==> src/rtl/mfc_pkg.sv <==
// ----------------------------------------------------------------------------
// mfc_pkg
// Shared types, constants and decode helpers for the message frame checker.
// ----------------------------------------------------------------------------
package mfc_pkg;

   // Header layout and counter limits
   localparam int unsigned HEADER_BYTES = 8;
   localparam logic [16:0] COUNT_MAX    = 17'h10000;
   localparam logic [15:0] BODY_CLAMP   = 16'hFFFF;

   // Hash constants
   localparam logic [31:0] HASH_MUL = 32'd1664525;
   localparam logic [31:0] HASH_ADD = 32'd1013904223;

   // Code pair for type and subtype decode
   localparam logic [7:0] CODE_A = 8'hF0;
   localparam logic [7:0] CODE_B = 8'h0F;
   localparam logic [3:0] DIST_LIMIT = 4'd4;

   // Decoded pair values
   localparam logic [1:0] PAIR_NONE = 2'd0;
   localparam logic [1:0] PAIR_A    = 2'd1;
   localparam logic [1:0] PAIR_B    = 2'd2;

   // Message kinds
   localparam logic [1:0] KIND_UNKNOWN = 2'd0;
   localparam logic [1:0] KIND_CONTROL = 2'd1;
   localparam logic [1:0] KIND_MEDIA   = 2'd2;

   // Check status codes
   localparam logic [1:0] STATUS_OK       = 2'd0;
   localparam logic [1:0] STATUS_SHORT    = 2'd1;
   localparam logic [1:0] STATUS_LEN_MISS = 2'd2;
   localparam logic [1:0] STATUS_HASH_MISS = 2'd3;

   // Result kinds
   localparam logic RESULT_PAYLOAD = 1'b0;
   localparam logic RESULT_SUMMARY = 1'b1;

   // Result queue depth
   localparam int unsigned QDEPTH = 4;
   localparam int unsigned QPTR_W = $clog2(QDEPTH);
   localparam int unsigned QCNT_W = $clog2(QDEPTH + 1);

   // One result transaction
   typedef struct packed {
      logic        result_kind;
      logic [7:0]  payload_byte;
      logic [1:0]  check_status;
      logic [1:0]  message_kind;
      logic [7:0]  sub_kind;
      logic [15:0] body_length;
      logic [31:0] sender_address;
      logic [15:0] sender_port;
      logic        end_mark;
   } result_type;

   // Results pushed from the core to the queue in one cycle
   typedef struct packed {
      logic [1:0] count;
      result_type first;
      result_type second;
   } push_type;

   // Number of set bits in a byte
   function automatic logic [3:0] pop_count8(input logic [7:0] value);
      logic [3:0] total;
      total = 4'd0;
      for (int i = 0; i < 8; i++) begin
         total = total + {3'd0, value[i]};
      end
      return total;
   endfunction

   // Nearer code of the pair within distance three, else none
   function automatic logic [1:0] decode_pair(input logic [7:0] code);
      logic [1:0] pair;
      if (pop_count8(code ^ CODE_A) < DIST_LIMIT) begin
         pair = PAIR_A;
      end else if (pop_count8(code ^ CODE_B) < DIST_LIMIT) begin
         pair = PAIR_B;
      end else begin
         pair = PAIR_NONE;
      end
      return pair;
   endfunction

   // Canonical code byte for a decoded pair value
   function automatic logic [7:0] encode_pair(input logic [1:0] pair);
      logic [7:0] code;
      case (pair)
         PAIR_A:  code = CODE_A;
         PAIR_B:  code = CODE_B;
         default: code = 8'h00;
      endcase
      return code;
   endfunction

endpackage

==> src/rtl/mfc_core.sv <==
// ----------------------------------------------------------------------------
// mfc_core
// Input register and per-byte header parse, hash and summary build.
// ----------------------------------------------------------------------------
module mfc_core (
   input  logic                clock,
   input  logic                reset,
   input  logic                req_valid,
   output logic                req_stall,
   input  logic [7:0]          req_data_byte,
   input  logic                req_final_byte,
   input  logic [31:0]         req_source_address,
   input  logic [15:0]         req_source_port,
   input  logic                room,
   output mfc_pkg::push_type   push
);
   import mfc_pkg::*;

   // Input register
   logic        in_valid_ff;
   logic        in_valid_in;
   logic [7:0]  in_byte_ff;
   logic        in_final_ff;
   logic [31:0] in_addr_ff;
   logic [15:0] in_port_ff;

   // Datagram state
   logic [16:0] byte_count_ff, byte_count_in;
   logic [15:0] length_ff, length_in;
   logic [31:0] hash_ff, hash_in;
   logic [31:0] recv_hash_ff, recv_hash_in;
   logic [1:0]  kind_ff, kind_in;
   logic [7:0]  sub_ff, sub_in;
   logic [31:0] held_addr_ff, held_addr_in;
   logic [15:0] held_port_ff, held_port_in;

   logic        advance;
   logic        in_header;
   logic        hash_en;
   logic [7:0]  hash_byte;
   logic [31:0] hash_prod;
   logic [15:0] clamp_count;
   logic [15:0] body;
   logic [1:0]  status;
   logic [1:0]  sum_kind;
   logic [7:0]  sum_sub;
   result_type  payload_res;
   result_type  summary_res;

   assign advance   = in_valid_ff && room;
   assign req_stall = in_valid_ff && !room;
   assign in_valid_in = req_valid || (in_valid_ff && !room);

   // Input register load
   always_ff @(posedge clock) begin
      if (reset) begin
         in_valid_ff <= 1'b0;
      end else begin
         in_valid_ff <= in_valid_in;
      end
      if (!req_stall) begin
         in_byte_ff  <= req_data_byte;
         in_final_ff <= req_final_byte;
         in_addr_ff  <= req_source_address;
         in_port_ff  <= req_source_port;
      end
   end

   assign in_header = byte_count_ff < 17'(HEADER_BYTES);
   assign hash_prod = hash_ff * HASH_MUL;

   // Header parse and hash step
   always_comb begin
      length_in    = length_ff;
      recv_hash_in = recv_hash_ff;
      kind_in      = kind_ff;
      sub_in       = sub_ff;
      held_addr_in = held_addr_ff;
      held_port_in = held_port_ff;
      hash_en      = 1'b0;
      hash_byte    = in_byte_ff;
      if (byte_count_ff == 17'd0) begin
         held_addr_in = in_addr_ff;
         held_port_in = in_port_ff;
      end
      case (byte_count_ff)
         17'd0, 17'd1: begin
            length_in = {length_ff[7:0], in_byte_ff};
            hash_en   = 1'b1;
         end
         17'd2: begin
            kind_in   = decode_pair(in_byte_ff);
            hash_byte = encode_pair(kind_in);
            hash_en   = 1'b1;
         end
         17'd3: begin
            if (kind_ff == KIND_MEDIA) begin
               sub_in    = {6'd0, decode_pair(in_byte_ff)};
               hash_byte = encode_pair(sub_in[1:0]);
            end else begin
               sub_in = in_byte_ff;
            end
            hash_en = 1'b1;
         end
         17'd4, 17'd5, 17'd6, 17'd7: begin
            recv_hash_in = {recv_hash_ff[23:0], in_byte_ff};
         end
         default: begin
         end
      endcase
      hash_in = hash_en ? (hash_prod + {24'd0, hash_byte} + HASH_ADD) : hash_ff;
      byte_count_in = (byte_count_ff < COUNT_MAX) ? byte_count_ff + 17'd1 : byte_count_ff;
   end

   // Summary status and fields
   always_comb begin
      clamp_count = (byte_count_in > {1'b0, BODY_CLAMP}) ? BODY_CLAMP : byte_count_in[15:0];
      body     = 16'd0;
      sum_kind = KIND_UNKNOWN;
      sum_sub  = 8'd0;
      if (byte_count_in < 17'(HEADER_BYTES)) begin
         status = STATUS_SHORT;
      end else begin
         body = clamp_count - 16'(HEADER_BYTES);
         if ({1'b0, length_in} != byte_count_in) begin
            status = STATUS_LEN_MISS;
         end else begin
            sum_kind = kind_in;
            sum_sub  = sub_in;
            status   = (recv_hash_in == hash_in) ? STATUS_OK : STATUS_HASH_MISS;
         end
      end
   end

   // Result transactions
   always_comb begin
      payload_res = '0;
      payload_res.result_kind  = RESULT_PAYLOAD;
      payload_res.payload_byte = in_byte_ff;

      summary_res = '0;
      summary_res.result_kind     = RESULT_SUMMARY;
      summary_res.check_status    = status;
      summary_res.message_kind    = sum_kind;
      summary_res.sub_kind        = sum_sub;
      summary_res.body_length     = body;
      summary_res.sender_address  = held_addr_in;
      summary_res.sender_port     = held_port_in;
      summary_res.end_mark        = 1'b1;

      push.first  = in_header ? summary_res : payload_res;
      push.second = summary_res;
      if (!advance) begin
         push.count = 2'd0;
      end else begin
         push.count = {1'b0, !in_header} + {1'b0, in_final_ff};
      end
   end

   // State update; a final byte starts a new datagram
   always_ff @(posedge clock) begin
      if (reset) begin
         byte_count_ff <= '0;
         length_ff     <= '0;
         hash_ff       <= '0;
         recv_hash_ff  <= '0;
         kind_ff       <= KIND_UNKNOWN;
         sub_ff        <= '0;
         held_addr_ff  <= '0;
         held_port_ff  <= '0;
      end else if (advance) begin
         held_addr_ff <= held_addr_in;
         held_port_ff <= held_port_in;
         if (in_final_ff) begin
            byte_count_ff <= '0;
            length_ff     <= '0;
            hash_ff       <= '0;
            recv_hash_ff  <= '0;
            kind_ff       <= KIND_UNKNOWN;
            sub_ff        <= '0;
         end else begin
            byte_count_ff <= byte_count_in;
            length_ff     <= length_in;
            hash_ff       <= hash_in;
            recv_hash_ff  <= recv_hash_in;
            kind_ff       <= kind_in;
            sub_ff        <= sub_in;
         end
      end
   end

   // Checks
   a_count_bound: assert property (@(posedge clock) disable iff (reset)
      byte_count_ff <= COUNT_MAX)
      else $error("byte count beyond saturation");

   a_final_restarts: assert property (@(posedge clock) disable iff (reset)
      advance && in_final_ff |=> byte_count_ff == 17'd0)
      else $error("datagram did not restart after final byte");

   a_pair_order: assert property (@(posedge clock) disable iff (reset)
      push.count == 2'd2 |-> push.first.result_kind == RESULT_PAYLOAD &&
                             push.second.end_mark)
      else $error("two results not payload then summary");

   a_no_push_stalled: assert property (@(posedge clock) disable iff (reset)
      !room |-> push.count == 2'd0)
      else $error("push without queue room");

endmodule

==> config.mk <==
export PLATFORM = sky130hd
export DESIGN_NAME = mfc_core
export DESIGN_NICKNAME = d
export VERILOG_FILES = /design/src/rtl/mfc_pkg.sv /design/src/rtl/mfc_core.sv
export SDC_FILE = /design/constraint.sdc
export NUM_CORES = 1
export LEC_CHECK = 0
export BUFFER_PORTS_ARGS = -buffer_cell sky130_fd_sc_hd__buf_4
export CORE_ASPECT_RATIO = 1.2
export CORE_UTILIZATION = 55
export DETAILED_ROUTE_END_ITERATION = 7
export GPL_ROUTABILITY_DRIVEN = 0
export GPL_TIMING_DRIVEN = 0
export PLACE_DENSITY = 0.85
export RECOVER_POWER = 100
export SLEW_MARGIN = 20
export SYNTH_ARGS = -nofsm -noshare
export SYNTH_HDL_FRONTEND = slang
export SYNTH_SLANG_ARGS = --single-unit
==> constraint.sdc <==
create_clock -name clock -period 9.35 [get_ports clock]
set_clock_uncertainty 0.05 [all_clocks]
set_input_delay 0.935 -clock clock [delete_from_list [all_inputs] [get_ports clock]]
set_output_delay 0.935 -clock clock [all_outputs]
set_load 0.01 [all_outputs]
# --- Word level (Yosys, flattened, before mapping) ---
# Cells that the tools add are included.
classes:
  addsub: 19
  n_mul: 1
  n_div: 0
  n_lt_le_gt_ge: 6
  n_eq_ne: 14
  n_shift: 0
  muxes: 36
  n_bitwise: 2
  n_reduce_logical: 9
ops:
  columns: ["op", "count"]
  rows:
  - ["$mux W32", 5]
  - ["$mux W86", 1]
  - ["$mux W16", 5]
  - ["$eq A17 B3 Y1 const B", 4]
  - ["$mux W8", 6]
  - ["$pmux W8 S2", 3]
  - ["$eq A17 B2 Y1 const B", 2]
  - ["$lt A17 B4 Y1 const B", 2]
  - ["$mux W17", 2]
  - ["$add A32 B30 Y32 const B", 1]
  - ["$add A32 B8 Y32", 1]
  - ["$add A4 B1 Y4", 8]
  - ["$eq A32 B32 Y1", 1]
  - ["$mul A32 B21 Y32 const B", 1]
  - ["$mux W2", 13]
  - ["$add A17 B1 Y17 const B", 1]
  - ["$eq A17 B1 Y1 const B", 1]
  - ["$gt A17 B16 Y1 const B", 1]
  - ["$logic_not A17 Y1", 1]
  - ["$lt A17 B17 Y1 const B", 1]
  - ["$ne A16 B17 Y1", 1]
  - ["$sub A16 B4 Y16 const B", 1]
  - ["$add A3 B1 Y4", 2]
  - ["$lt A4 B3 Y1 const B", 2]
  - ["11 further kinds", 21]
totals:
  ff_bits: 213
  latch_bits: 0
  mem_bits_rw: 0
  rom_bits: 0
  output_inout_bits: 175
  n_memories: 0

# --- Longest topological paths before layout ---
logic_depth:
  word_depth: 25
  depth_mapped: 29
  depth_no_buf: 28

# --- Worst setup path before layout ---
# OpenSTA, ideal clock, no wires.
synth_timing:
  path_kind: "reg-to-output"
  from: "register in_byte_ff[0]"
  to: "output port push[75] (netlist bit)"
  t_arrival_ns: 8.056
  t_required_ns: 8.365
  setup_slack_ns: 0.309
  path_stages_with_launch: 29
  cell_sequence: "edfxtp_1 fa_1 fa_1 fa_1 ha_1 a311oi_1 and3_1 clkbuf_1 a221o_1 fa_1 ha_1 ha_1 ha_1 inv_1 fa_1 fa_1 inv_1 ha_1 and3_1 a221oi_2 o311a_1 o21bai_1 a2111oi_2 or3b_1 o2111ai_1 a2111oi_2 nand4_1 nor4_2 o22ai_1"
synth_rtl:
  columns: ["item", "line_no", "rtl"]
  rows:
  - ["start, declared", "mfc_core.sv:22", "logic [7:0] in_byte_ff;"]
  - ["start signal, assigned", "mfc_core.sv:62", "in_byte_ff <= req_data_byte;"]
  - ["end, declared", "mfc_core.sv:15", "output mfc_pkg::push_type push"]

==> results.json <==
{
  "hpwlAfterDp_mm": 46.4,
  "cts_tree": "built",
  "place_inst": 2849,
  "tightest_slew_ns": 2.61,
  "crit_fanout": 5,
  "yosys.area_share.simple_pct": 13.5,
  "cts_buffer_depth": 3,
  "grt_pass1_vias": 18183,
  "dr_total_vias": 17455,
  "root_buffer": "clkbuf_16",
  "cts_sinks": 213,
  "seq_area_frac_synth_pct": 25.1,
  "min-delay-path-class": "flop to flop",
  "rows": 74,
  "ys_seq_elements": 213,
  "start_util_pct": 56.3,
  "busiest_layer": "met2",
  "synth_area_um2": 19300,
  "die_w_um": 173,
  "fp.dieArea_um2": 35800,
  "area.growth.synth_to_final_pct": 17.9,
  "finalCritPeriodShare_pct": 105,
  "crit_type": "flop to output pin",
  "clk_latency_ns": 0.53,
  "finalMaxSlewViolations": 49,
  "holdPathStages": 2,
  "met1_usage_pct": 35.7,
  "yosysWarnings": 0,
  "grtUsageMet2_pct": 58.3,
  "drt_iter0_drc": 1889,
  "grt_use_met3_pct": 6.30,
  "clkTransAtPathRegs_ns": 0.06,
  "synth_compound_area_share_pct": 13.0,
  "synth_mux_area_share_pct": 4.68,
  "cp.required_ns": 8.37,
  "synth-edff-count": 57,
  "violations": "max-capacitance violations, max-slew violations, negative setup slack",
  "synthAdderAreaFrac_pct": 28.1,
  "crit_path_end_kind": "output pin",
  "antenna_found_initial": 0,
  "avgSynthCellArea_um2": 8.93,
  "cts_hold_buf": 0,
  "power_density_nw_per_um2": 310,
  "cp_top_family": "adder cells",
  "ant_nets": 0,
  "syn_inst": 2160,
  "drv_cap": 2,
  "setup_viol": 4,
  "drt-pass1-iter-count": 6,
  "port_buffers": 217,
  "min_period_ns": 9.83,
  "reg2regPathDepth": 24,
  "crit_arrival_ns": 8.84,
  "num-nets-final": 2834,
  "pin_count": 236,
  "tns_ns": -1.87,
  "core_um2": 34300,
  "cellLeakagePower_nw": 11.0,
  "cts_max_level": 1,
  "wl_mm": 59.7,
  "fin_ws_ns": -0.479,
  "relSlewSlack_pct": -74.3,
  "synth_top_flop_cell": "dfxtp_1",
  "wl_per_cell_um": 20.6,
  "grtUsageTotal_pct": 33.1,
  "synth-xor-area-share_pct": 6.10,
  "drive_above_1_share_pct": 14.7,
  "synth_top_family_by_area": "adder cells",
  "cp_slowest_cell": "fa_1",
  "peakVddDrop_uv": 279,
  "cts-buffers-inserted": 22,
  "ys_types": 81,
  "cpMostUsedCell": "fa_1",
  "slowest_delay_ns": 0.52,
  "diodes": 0,
  "hold_violations": 0,
  "cp_num_buf_inv": 4,
  "grt_pass1_wl_mm": 94.4,
  "start_kind": "flop",
  "instances_no_fill": 2902,
  "gr-total-overflow": 0,
  "outcome": "complete, but fails checks",
  "vias_per_cell": 6.01,
  "fmax_ghz": 0.102,
  "async_reset_ff_share_pct": 0,
  "grt_max_degree": 48,
  "critical_path_depth": 29,
  "rsz0062_at_grt": "true",
  "dieHeight_um": 207,
  "drc_errors": 0
}
worst min-delay path, stage by stage (launching register included):
cell      delay (ns)
dfxtp_1         0.31
nor2_1          0.09
a211oi_1        0.05
state kept, by name, summed over array words and instances (netlist names):
signal / flops
in_final_ff: 1
length_ff: 16
hash_ff: 32
in_port_ff: 16
kind_ff: 2
held_port_ff: 16
held_addr_ff: 32
in_byte_ff: 8
in_addr_ff: 32
in_valid_ff: 1
sub_ff: 8
recv_hash_ff: 32
byte_count_ff: 17
area by class of cell:
class | instances | area, um2
repair buffers | 236 | 1780
inverters | 342 | 1280
clock buffers | 30 | 643
flip-flops and latches | 213 | 4830
plain buffers | 114 | 514
clock inverters | 10 | 138
fillers | 2599 | 11500
well taps | 456 | 571
multi-input cells | 1501 | 13000
final timing paths:
kind	startpoint	to	slack, ns
min reg2reg	held_addr_ff[5]$_SDFFE_PP0P_	held_addr_ff[5]$_SDFFE_PP0P_	0.45
min	held_addr_ff[5]$_SDFFE_PP0P_	held_addr_ff[5]$_SDFFE_PP0P_	0.45
max reg2reg	in_byte_ff[0]$_DFFE_PN_	hash_ff[25]$_SDFFE_PP0P_	1.77
max	in_byte_ff[0]$_DFFE_PN_	push[161]	-0.48
cells in the final DEF (no fill, tap or decap), drive strengths merged, types with 22 or more instances in the layout:
cell type,instances
ha,192
inv,343
a22oi,87
mux2i,89
dfxtp,156
edfxtp,57
nand3,31
xnor2,78
xor2,51
a21oi,79
nor4,22
o21ai,49
a211oi,55
nand2,80
buf,207
nor2,295
fa,151
clkbuf,173
nor3,38
cell families after synthesis:
group,Yosys count
AND/OR/NAND/NOR,556
buffers and inverters,461
AO/OA/AOI/OAI,364
adder cells (fa/ha/maj),343
flip-flops,213
XOR/XNOR,131
multiplexers,90
other,2
synth_stat cells, types with 4 or more instances:
master / number / area share (%)
fa_1: 151 / 16
o21ai_0: 44 / 1.1
o211ai_1: 8 / 0.31
nand4_1: 13 / 0.42
buf_4: 19 / 0.74
and3_1: 17 / 0.55
a21o_1: 10 / 0.39
buf_2: 12 / 0.31
a311oi_1: 5 / 0.23
mux2i_1: 89 / 4.6
a22oi_1: 87 / 3.4
a221oi_1: 5 / 0.23
a21oi_1: 79 / 2.1
ha_1: 192 / 12
o21a_1: 6 / 0.23
xor2_1: 51 / 2.3
edfxtp_1: 57 / 8.9
a211oi_1: 55 / 2.1
o2111ai_1: 5 / 0.23
a31oi_1: 7 / 0.23
xnor2_1: 78 / 3.5
o31ai_1: 4 / 0.16
nor2b_1: 5 / 0.16
dfxtp_1: 156 / 16
nand3_1: 29 / 0.75
nor4_1: 16 / 0.52
and2_1: 20 / 0.65
a221o_1: 9 / 0.47
buf_1: 4 / 0.078
nor2_1: 293 / 5.7
o21ai_1: 5 / 0.13
nand2b_1: 11 / 0.36
inv_1: 342 / 6.7
clkbuf_1: 82 / 1.6
nor3_1: 36 / 0.93
nand2_1: 77 / 1.5
where the power goes:
part | leakage (nW) | switching [W] | internal [W]
Clock | 0.378 | 0.000387 | 0.000568
Combinational | 8.75 | 0.00298 | 0.00202
Sequential | 1.86 | 0.0000822 | 0.00100
Total | 11.0 | 0.00345 | 0.00359
layer usage:
metal / vias up / wire length (um)
met4: 0 / 4560
met2: 1137 / 29300
met3: 338 / 5150
met5: - / 0
li1: 7739 / -
met1: 8241 / 20700
through the flow:
| stage | total power, W | setup slack (ns) | utilization (%) | hold slack (ns) | instance area (um2) |
|---|---|---|---|---|---|
| floorplan | 0.00440 | 0.309 | - | 0.405 | 19300 |
| global placement | 0.00540 | -1.18 | 62.9 | 0.416 | 21500 |
| detailed placement | 0.00559 | -1.28 | 63.0 | 0.431 | 21600 |
| CTS | 0.00683 | -0.300 | 66.3 | 0.449 | 22700 |
| global route | 0.00755 | -0.767 | 66.4 | 0.469 | 22700 |
| finish | 0.00704 | -0.479 | 66.4 | 0.448 | 22700 |
timing repair:
action / in CTS / in global routing
endpoints found under the hold margin: 0 / 0
buffers inserted: 13 / 5
resized for setup: 46 / 12
setup endpoints to repair: 4 / 4
pin swaps: 31 / 14
No activity file was read; power rests on OpenSTA's default activity.
